--- config.mk ---
export PLATFORM = sky130hd
export DESIGN_NAME = lru_key_cache_controller
export DESIGN_NICKNAME = d
export VERILOG_FILES = /design/src/hdl/lkcc_pkg.sv /design/src/hdl/lkcc_datapath.sv /design/src/hdl/lkcc_ctrl.sv /design/src/hdl/lru_key_cache_controller.sv
export VERILOG_INCLUDE_DIRS = /design/src /design/src/hdl
export SDC_FILE = /design/constraint.sdc
export NUM_CORES = 1
export LEC_CHECK = 0
export BUFFER_PORTS_ARGS = -buffer_cell sky130_fd_sc_hd__buf_2
export CAP_MARGIN = 20
export CORE_MARGIN = 2
export CORE_UTILIZATION = 34
export CTS_CLUSTER_DIAMETER = 80
export DETAILED_ROUTE_END_ITERATION = 8
export GPL_TIMING_DRIVEN = 1
export PLACE_DENSITY = 0.58
export SYNTH_ARGS = -nofsm -noshare
export SYNTH_HDL_FRONTEND = slang
export SYNTH_SLANG_ARGS = --single-unit
--- constraint.sdc ---
create_clock -name i_clk -period 4.6 [get_ports i_clk]
set_input_delay 0 -clock i_clk [delete_from_list [all_inputs] [get_ports i_clk]]
set_output_delay 0 -clock i_clk [all_outputs]
set_load 0.05 [all_outputs]
--- src/hdl/lru_key_cache_controller_macros.svh ---
// ----------------------------------------------------------------------------
// LRU key cache controller assertion macros
// Concurrent checks on i_clk, disabled while i_rst_n is low.
// ----------------------------------------------------------------------------
`ifndef LRU_KEY_CACHE_CONTROLLER_MACROS_SVH
`define LRU_KEY_CACHE_CONTROLLER_MACROS_SVH
`ifndef SYNTHESIS
`define LKCC_ASSERT_IMPLY(label, ante, cons) \
    label: assert property (@(posedge i_clk) disable iff (!i_rst_n) (ante) |-> (cons)) \
        else $error("lkcc assertion failed");
`define LKCC_ASSERT_NEXT(label, ante, cons) \
    label: assert property (@(posedge i_clk) disable iff (!i_rst_n) (ante) |=> (cons)) \
        else $error("lkcc assertion failed");
`define LKCC_ASSERT_ALWAYS(label, cond) \
    label: assert property (@(posedge i_clk) disable iff (!i_rst_n) (cond)) \
        else $error("lkcc assertion failed");
`else
`define LKCC_ASSERT_IMPLY(label, ante, cons)
`define LKCC_ASSERT_NEXT(label, ante, cons)
`define LKCC_ASSERT_ALWAYS(label, cond)
`endif
`endif

--- src/hdl/lkcc_pkg.sv ---
// ----------------------------------------------------------------------------
// lkcc_pkg
// Shared types and constants of the LRU key cache controller.
// ----------------------------------------------------------------------------
`default_nettype none

package lkcc_pkg;

    localparam int CAPACITY_DEF  = 16;
    localparam int KEY_BITS_DEF  = 32;
    localparam int FIELD_KEY_W   = 32;
    localparam int CFG_W         = 5;

    localparam logic [CFG_W-1:0] ACTIVE_RESET = 5'd16;

    typedef enum logic [1:0] {
        OP_ACCESS = 2'd0,
        OP_PROBE  = 2'd1,
        OP_FLUSH  = 2'd2,
        OP_RSVD   = 2'd3
    } t_opcode;

    typedef struct packed {
        logic [1:0]             opcode;
        logic [FIELD_KEY_W-1:0] key;
        logic                   owner_supplies;
    } t_in_item;

    typedef struct packed {
        logic                   hit;
        logic                   inserted;
        logic                   evicted;
        logic [FIELD_KEY_W-1:0] evicted_key;
    } t_out_item;

    // controller -> datapath commands
    typedef struct packed {
        logic load_in;
        logic lookup;
        logic commit;
    } t_dp_cmd;

endpackage

`default_nettype wire

--- src/hdl/lkcc_datapath.sv ---
// ----------------------------------------------------------------------------
// lkcc_datapath
// Key/valid/rank store, parallel tag compare, recency update, result register.
// ----------------------------------------------------------------------------
`default_nettype none
`include "lru_key_cache_controller_macros.svh"

module lkcc_datapath
    import lkcc_pkg::*;
#(
    parameter int CAPACITY = CAPACITY_DEF,
    parameter int KEY_BITS = KEY_BITS_DEF
) (
    input  wire logic             i_clk,
    input  wire logic             i_rst_n,
    input  wire t_dp_cmd          i_cmd,
    input  wire t_in_item         i_in_data,
    input  wire logic             i_cfg_we,
    input  wire logic [CFG_W-1:0] i_cfg_data,
    output t_out_item             o_out_data
);

    localparam int RANK_W = $clog2(CAPACITY);
    localparam int OCC_W  = $clog2(CAPACITY + 1);
    localparam int LIM_W  = (OCC_W > CFG_W) ? OCC_W : CFG_W;

    // architectural state
    logic [KEY_BITS-1:0] r_keys [CAPACITY];
    logic [CAPACITY-1:0] r_valid;
    logic [RANK_W-1:0]   r_rank [CAPACITY];
    logic [OCC_W-1:0]    r_occ;
    logic [CFG_W-1:0]    r_active;

    // item and lookup results
    t_in_item            r_in;
    logic [CAPACITY-1:0] r_hit_vec;
    logic                r_hit;
    logic [RANK_W-1:0]   r_hit_rank;
    logic [CAPACITY-1:0] r_evict_vec;
    logic                r_need_evict;
    logic [KEY_BITS-1:0] r_evk;
    logic [CAPACITY-1:0] r_free_vec;
    t_out_item           r_out;

    logic [KEY_BITS-1:0] in_key;
    logic [LIM_W-1:0]    cfg_ext;
    logic [LIM_W-1:0]    limit;
    logic                need_evict;
    logic [RANK_W-1:0]   last_rank;
    logic [CAPACITY-1:0] hit_vec;
    logic [CAPACITY-1:0] evict_vec;
    logic [RANK_W-1:0]   hit_rank;
    logic [KEY_BITS-1:0] evk;
    logic [CAPACITY-1:0] vacant;
    logic [CAPACITY-1:0] free_vec;

    logic                is_access;
    logic                is_probe;
    logic                do_flush;
    logic                do_hit;
    logic                do_ins;
    logic [CAPACITY-1:0] n_valid;
    logic [RANK_W-1:0]   n_rank [CAPACITY];
    logic [OCC_W-1:0]    n_occ;
    t_out_item           n_out;

    assign in_key = KEY_BITS'(r_in.key);

    // size register: zero acts as one, clamp to capacity
    assign cfg_ext    = LIM_W'(r_active);
    always_comb begin
        limit = cfg_ext;
        if (cfg_ext == '0) begin
            limit = LIM_W'(1);
        end else if (cfg_ext > LIM_W'(CAPACITY)) begin
            limit = LIM_W'(CAPACITY);
        end
    end
    assign need_evict = (LIM_W'(r_occ) >= limit);
    assign last_rank  = RANK_W'(r_occ - OCC_W'(1));

    // lookup: parallel compare against every entry
    always_comb begin
        hit_vec   = '0;
        evict_vec = '0;
        hit_rank  = '0;
        evk       = '0;
        for (int i = 0; i < CAPACITY; i++) begin
            hit_vec[i]   = r_valid[i] && (r_keys[i] == in_key);
            evict_vec[i] = r_valid[i] && (r_rank[i] == last_rank);
            hit_rank     = hit_rank | (hit_vec[i] ? r_rank[i] : '0);
            evk          = evk | (evict_vec[i] ? r_keys[i] : '0);
        end
    end

    // lowest free slot once the victim is gone
    assign vacant   = ~r_valid | (need_evict ? evict_vec : '0);
    assign free_vec = vacant & (~vacant + CAPACITY'(1));

    // update
    assign is_access = (r_in.opcode == OP_ACCESS);
    assign is_probe  = (r_in.opcode == OP_PROBE);
    assign do_flush  = (r_in.opcode == OP_FLUSH);
    assign do_hit    = is_access && r_hit;
    assign do_ins    = is_access && !r_hit && r_in.owner_supplies;

    always_comb begin
        n_valid = r_valid;
        for (int i = 0; i < CAPACITY; i++) begin
            n_rank[i] = r_rank[i];
            if (do_flush) begin
                n_valid[i] = 1'b0;
                n_rank[i]  = '0;
            end else if (do_hit) begin
                if (r_hit_vec[i]) begin
                    n_rank[i] = '0;
                end else if (r_valid[i] && (r_rank[i] < r_hit_rank)) begin
                    n_rank[i] = r_rank[i] + RANK_W'(1);
                end
            end else if (do_ins) begin
                if (r_free_vec[i]) begin
                    n_valid[i] = 1'b1;
                    n_rank[i]  = '0;
                end else if (r_evict_vec[i]) begin
                    n_valid[i] = 1'b0;
                    n_rank[i]  = '0;
                end else if (r_valid[i]) begin
                    n_rank[i] = r_rank[i] + RANK_W'(1);
                end
            end
        end
    end

    always_comb begin
        n_occ = r_occ;
        if (do_flush) begin
            n_occ = '0;
        end else if (do_ins && !r_need_evict) begin
            n_occ = r_occ + OCC_W'(1);
        end
    end

    always_comb begin
        n_out.hit         = (is_access || is_probe) && r_hit;
        n_out.inserted    = do_ins;
        n_out.evicted     = do_ins && r_need_evict;
        n_out.evicted_key = (do_ins && r_need_evict) ? FIELD_KEY_W'(r_evk) : '0;
    end

    always_ff @(posedge i_clk) begin
        if (!i_rst_n) begin
            r_valid  <= '0;
            r_occ    <= '0;
            r_active <= ACTIVE_RESET;
            for (int i = 0; i < CAPACITY; i++) begin
                r_rank[i] <= '0;
            end
        end else begin
            if (i_cfg_we) begin
                r_active <= i_cfg_data;
            end
            if (i_cmd.commit) begin
                r_valid <= n_valid;
                r_rank  <= n_rank;
                r_occ   <= n_occ;
            end
        end
    end

    always_ff @(posedge i_clk) begin
        if (i_cmd.load_in) begin
            r_in <= i_in_data;
        end
        if (i_cmd.lookup) begin
            r_hit_vec    <= hit_vec;
            r_hit        <= |hit_vec;
            r_hit_rank   <= hit_rank;
            r_evict_vec  <= need_evict ? evict_vec : '0;
            r_need_evict <= need_evict;
            r_evk        <= evk;
            r_free_vec   <= free_vec;
        end
        if (i_cmd.commit) begin
            r_out <= n_out;
        end
        for (int i = 0; i < CAPACITY; i++) begin
            if (i_cmd.commit && do_ins && r_free_vec[i]) begin
                r_keys[i] <= in_key;
            end
        end
    end

    assign o_out_data = r_out;

    `LKCC_ASSERT_ALWAYS(a_occ_matches_valid, $countones(r_valid) == r_occ)
    `LKCC_ASSERT_IMPLY(a_single_hit, i_cmd.commit, $onehot0(r_hit_vec))
    `LKCC_ASSERT_IMPLY(a_insert_has_slot, i_cmd.commit && do_ins, $onehot(r_free_vec))

endmodule

`default_nettype wire

--- src/hdl/lkcc_ctrl.sv ---
// ----------------------------------------------------------------------------
// lkcc_ctrl
// Sequencer: accept, lookup, update; owns the result valid flag.
// ----------------------------------------------------------------------------
`default_nettype none
`include "lru_key_cache_controller_macros.svh"

module lkcc_ctrl
    import lkcc_pkg::*;
(
    input  wire logic i_clk,
    input  wire logic i_rst_n,
    input  wire logic i_in_valid,
    output logic      o_in_ready,
    output logic      o_out_valid,
    input  wire logic i_out_ready,
    output t_dp_cmd   o_cmd
);

    typedef enum logic [2:0] {
        S_IDLE   = 3'b001,
        S_LOOKUP = 3'b010,
        S_UPDATE = 3'b100
    } t_state;

    t_state r_state;
    t_state n_state;
    logic   r_out_valid;
    logic   n_out_valid;
    logic   commit;
    logic   accept;

    // update may land only when the result register is free or draining
    assign commit     = (r_state == S_UPDATE) && (!r_out_valid || i_out_ready);
    assign o_in_ready = (r_state == S_IDLE) || commit;
    assign accept     = i_in_valid && o_in_ready;

    always_comb begin
        n_state = r_state;
        unique case (r_state)
            S_IDLE: begin
                if (accept) begin
                    n_state = S_LOOKUP;
                end
            end
            S_LOOKUP: begin
                n_state = S_UPDATE;
            end
            S_UPDATE: begin
                if (commit) begin
                    n_state = accept ? S_LOOKUP : S_IDLE;
                end
            end
            default: begin
                n_state = S_IDLE;
            end
        endcase
    end

    always_comb begin
        n_out_valid = r_out_valid;
        if (commit) begin
            n_out_valid = 1'b1;
        end else if (i_out_ready) begin
            n_out_valid = 1'b0;
        end
    end

    always_ff @(posedge i_clk) begin
        if (!i_rst_n) begin
            r_state     <= S_IDLE;
            r_out_valid <= 1'b0;
        end else begin
            r_state     <= n_state;
            r_out_valid <= n_out_valid;
        end
    end

    assign o_cmd.load_in = accept;
    assign o_cmd.lookup  = (r_state == S_LOOKUP);
    assign o_cmd.commit  = commit;
    assign o_out_valid   = r_out_valid;

    `LKCC_ASSERT_NEXT(a_accept_to_lookup, i_in_valid && o_in_ready, r_state == S_LOOKUP)
    `LKCC_ASSERT_NEXT(a_lookup_to_update, r_state == S_LOOKUP, r_state == S_UPDATE)
    `LKCC_ASSERT_NEXT(a_commit_shows_beat, commit, o_out_valid)

endmodule

`default_nettype wire

--- src/hdl/lru_key_cache_controller.sv ---
// ----------------------------------------------------------------------------
// lru_key_cache_controller
// Fully associative LRU key store: access, probe and flush with eviction.
// ----------------------------------------------------------------------------
// Usage:
//   Input channel i_in_valid/o_in_ready carries one item (opcode, key,
//   owner_supplies) per beat; output channel o_out_valid/i_out_ready returns
//   exactly one result beat (hit, inserted, evicted, evicted_key) per item,
//   in order. The size register is written on i_cfg_valid/o_cfg_ready, which
//   is always ready; write it only while no item is in flight.
//   The input item is registered, then the parallel tag compare over all
//   entries is registered, then the recency update commits with the
//   result register. A new item is taken only while idle or as the
//   previous update commits, as each item sees the state the last one left.
//   Reset (synchronous, active low) empties the store and sets the size to
//   16; no clearing pass is needed.
//   When the receiver stalls, the finished result is held in the output
//   register; one more item is accepted and looked up, and its update waits
//   until the held beat is taken.
// ----------------------------------------------------------------------------
`default_nettype none

module lru_key_cache_controller
    import lkcc_pkg::*;
#(
    parameter int CAPACITY = CAPACITY_DEF,
    parameter int KEY_BITS = KEY_BITS_DEF
) (
    input  wire logic             i_clk,
    input  wire logic             i_rst_n,
    input  wire logic             i_in_valid,
    output logic                  o_in_ready,
    input  wire t_in_item         i_in_data,
    output logic                  o_out_valid,
    input  wire logic             i_out_ready,
    output t_out_item             o_out_data,
    input  wire logic             i_cfg_valid,
    output logic                  o_cfg_ready,
    input  wire logic [CFG_W-1:0] i_cfg_data
);

    t_dp_cmd cmd;
    logic    cfg_we;

    assign o_cfg_ready = 1'b1;
    assign cfg_we      = i_cfg_valid && o_cfg_ready;

    lkcc_ctrl u_ctrl (
        .i_clk       (i_clk),
        .i_rst_n     (i_rst_n),
        .i_in_valid  (i_in_valid),
        .o_in_ready  (o_in_ready),
        .o_out_valid (o_out_valid),
        .i_out_ready (i_out_ready),
        .o_cmd       (cmd)
    );

    lkcc_datapath #(
        .CAPACITY (CAPACITY),
        .KEY_BITS (KEY_BITS)
    ) u_datapath (
        .i_clk      (i_clk),
        .i_rst_n    (i_rst_n),
        .i_cmd      (cmd),
        .i_in_data  (i_in_data),
        .i_cfg_we   (cfg_we),
        .i_cfg_data (i_cfg_data),
        .o_out_data (o_out_data)
    );

endmodule

`default_nettype wire

==> flow_summary.ini <==
[route]
vias = 26900
drtIter0Drc = 4815
viasPerCell = 6.04
final_antenna_net_count = 0
avgRoutedWirePerCell_um = 33.4
first_pass_iters = 9
wl_mm = 149
drcViolationCount = 0

[cts]
clock_latency_ps = 680
htreeDepth = 3
cts_made_buffers = 88
cts_root_buf = clkbuf_16
cts_tree = yes
ctsLongestPathBuffers = 3
cts.sinks = 762
clkTransAtPathRegs_ps = 60
post_cts_resized = 0

[synthesis]
async_reset_ff_share_pct = 0
synth-edff-count = 668
synthesis.area_um2 = 36600
synth_top_area_share_pct = 54.9
synth_seq_cells = 762
ys_top_cells_by_area = edfxtp_1 55%, xor2_1 11%, dfxtp_1 5.1%
synth_cells = 2749
avgSynthCellArea_um2 = 13.3
yosys_warnings = 0
synth_seq_area_share_pct = 60.0
synth.distinct_cells = 67
yosys_most_used_dff = edfxtp_1
yosys.area.top_type = edfxtp_1
syn_nets = 2865

[critical_path]
path_class = register to register
crit_path_start_kind = register
critPathRequiredTime_ps = 5130
cp-end-kind = register
worstPathArrival_ps = 4560
crit_fanout = 16

[layout]
area_growth_pct = 17.7
drive_above_1_share_pct = 14.5
fin_nets = 3096
seqCellArea_um2 = 21900
design_area_um2 = 43000
multi_input_area_um2 = 13900
fillers = 10100

[global_routing]
grt_pass1_vias = 25400
antenna_found_initial = 8
overflow = 0
grt_use_total_pct = 26.4
grt_max_degree = 45
grt_first_pass_wirelength_mm = 205

[outcome]
outcome = finished clean

[hold_path]
hold_class = input pin to register

[timing]
worst_pin_slew_ps = 1200
rsz0062_at_grt = false
finalCritPeriodShare_pct = 87.7
setup-tns-final_ps = 0
fin_ws_ps = 568
maxSlewHeadroom_pct = 19.2
period_needed_ps = 4030
hold_viol_final = 0
final-setup-viol-count = 0
clock_skew_ps = 45.9
fmax_mhz = 248
slew_viol_final = 0

[pwr]
powerDensity_nw_per_um2 = 362
leakagePower_nw = 15.5
vdd_drop_max_uv = 263

[floorplan]
die_h_um = 332
dieArea_um2 = 110000
rows = 120
initial_utilization_pct = 34.2
die_w_um = 332
core_um2 = 107000
io_pins = 83

[place]
place_congestion = 1.08
placed_cell_area_um2 = 39600
pre_cts_slack_ps = 885
hpwl_mm = 108
port_buffers = 81

[job]
drv_cap = 0
[per-layer routing]
metal	GRT usage [%]	vias up	routed length, um	share of wire (%)
met5	0	-	50	0.034
met4	12.8	8	8620	5.8
met3	8.06	357	19500	13
met2	38.7	2003	62900	42
met1	35.5	13500	57800	39
li1	-	11100	-	-
[cell families (layout without fill, tap and decap cells)]
logic type                 count (synthesis)  count (layout)  synth area share (%)
adders and majority gates                 71              71                  2.43
muxes                                      5               5                 0.137
buffers and inverters                    199             503                  2.28
AOI/OAI and AO/OA                        503             503                  10.8
and+or+nand+nor                          616             616                  9.69
DFF                                      762             762                  60.0
other                                      1               3                0.0103
xor gates and xnor gates                 592             592                  14.7
[final timing paths]
path / from / to / slack, ps / cells after the start
max: u_datapath.in_key[12] / u_datapath.r_hit_rank[2] / 570 / 8
min reg2reg: u_datapath.r_occ[4] / u_datapath.r_occ[4] / 520 / 2
min: i_in_data[21] / u_datapath.in_key[20] / 30 / 2
max reg2reg: u_datapath.in_key[12] / u_datapath.r_hit_rank[2] / 570 / 8
[per-stage QoR]
step           util [%]  power (mW)  hold WS [ps]  cells
3_3_place_gp       37.1        8.60           177   4242
6_report           40.3        15.6          25.4   4458
2_1_floorplan         -        8.18          98.9   2749
4_1_cts            40.2        15.6          6.63   4455
5_1_grt            40.2        15.9          18.8   4456
3_5_place_dp       37.1        8.60           179   4242
[critical path, cell delays in order (launching register included)]
cell and delay [ps]:
edfxtp_1 1110, xor2_1 280, nor4_1 960, nand4_1 350, nor3_1 590, buf_4 270, a22o_1 170, a221oi_1 50
nand4_1 110
[where the power goes]
group | total, mW | internal [mW] | switching, mW | leakage, nW
sequential | 7.66 | 7.56 | 0.101 | 6.85
combinational | 0.858 | 0.264 | 0.594 | 7.28
clock | 7.06 | 3.98 | 3.08 | 1.39
total | 15.6 | 11.8 | 3.77 | 15.5
[flip-flops by register name, summed over array words and instances (netlist names), 4 cells and up]
name	count
u_datapath.r_keys	512
u_datapath.r_rank	64
u_datapath.o_out_data	35
u_datapath.in_key	32
u_datapath.r_evk	32
u_datapath.r_evict_vec	16
u_datapath.r_free_vec	16
u_datapath.r_hit_vec	16
u_datapath.r_valid	16
u_datapath.cfg_ext	5
u_datapath.r_occ	5
u_datapath.r_hit_rank	4
[cell type report]
type	count	area share, %
Sequential cell	762	51.0
Multi-Input combinational cell	1788	32.4
Clock buffer	111	5.61
Timing Repair Buffer	300	5.51
Tap cell	1403	4.08
Clock inverter	52	1.07
Inverter	40	0.349
Antenna cell	2	0.0116
[layout by cell type (no fill, tap or decap), types with 82 or more instances in the layout]
cell / Yosys / final
edfxtp_1: 668 / 668
xor2_1: 461 / 461
buf_4: 2 / 152
xnor2_1: 116 / 116
nor4_1: 105 / 102
a22o_1: 102 / 102
a221oi_1: 101 / 101
dfxtp_1: 94 / 94
clkbuf_16: 0 / 92
nand3_1: 84 / 84
buf_2: 44 / 82
[Yosys cell counts (44+ instances only)]
| master | count |
|---|---|
| buf_2 | 44 |
| nand3_1 | 84 |
| nor2_1 | 52 |
| xnor2_1 | 116 |
| edfxtp_1 | 668 |
| nand2_1 | 70 |
| a21oi_1 | 59 |
| clkbuf_1 | 94 |
| and3_1 | 75 |
| xor2_1 | 461 |
| nand4_1 | 72 |
| a22o_1 | 102 |
| nor4_1 | 105 |
| o21a_1 | 52 |
| dfxtp_1 | 94 |
| a221oi_1 | 101 |
| ha_1 | 71 |
| nor3_1 | 45 |
[repair_timing]
action                    4_1_cts  5_1_grt
hold endpoints to repair       45        0
setup buffers                   0        0
hold buffers                   50        0
(Power assumes the default switching activity.)
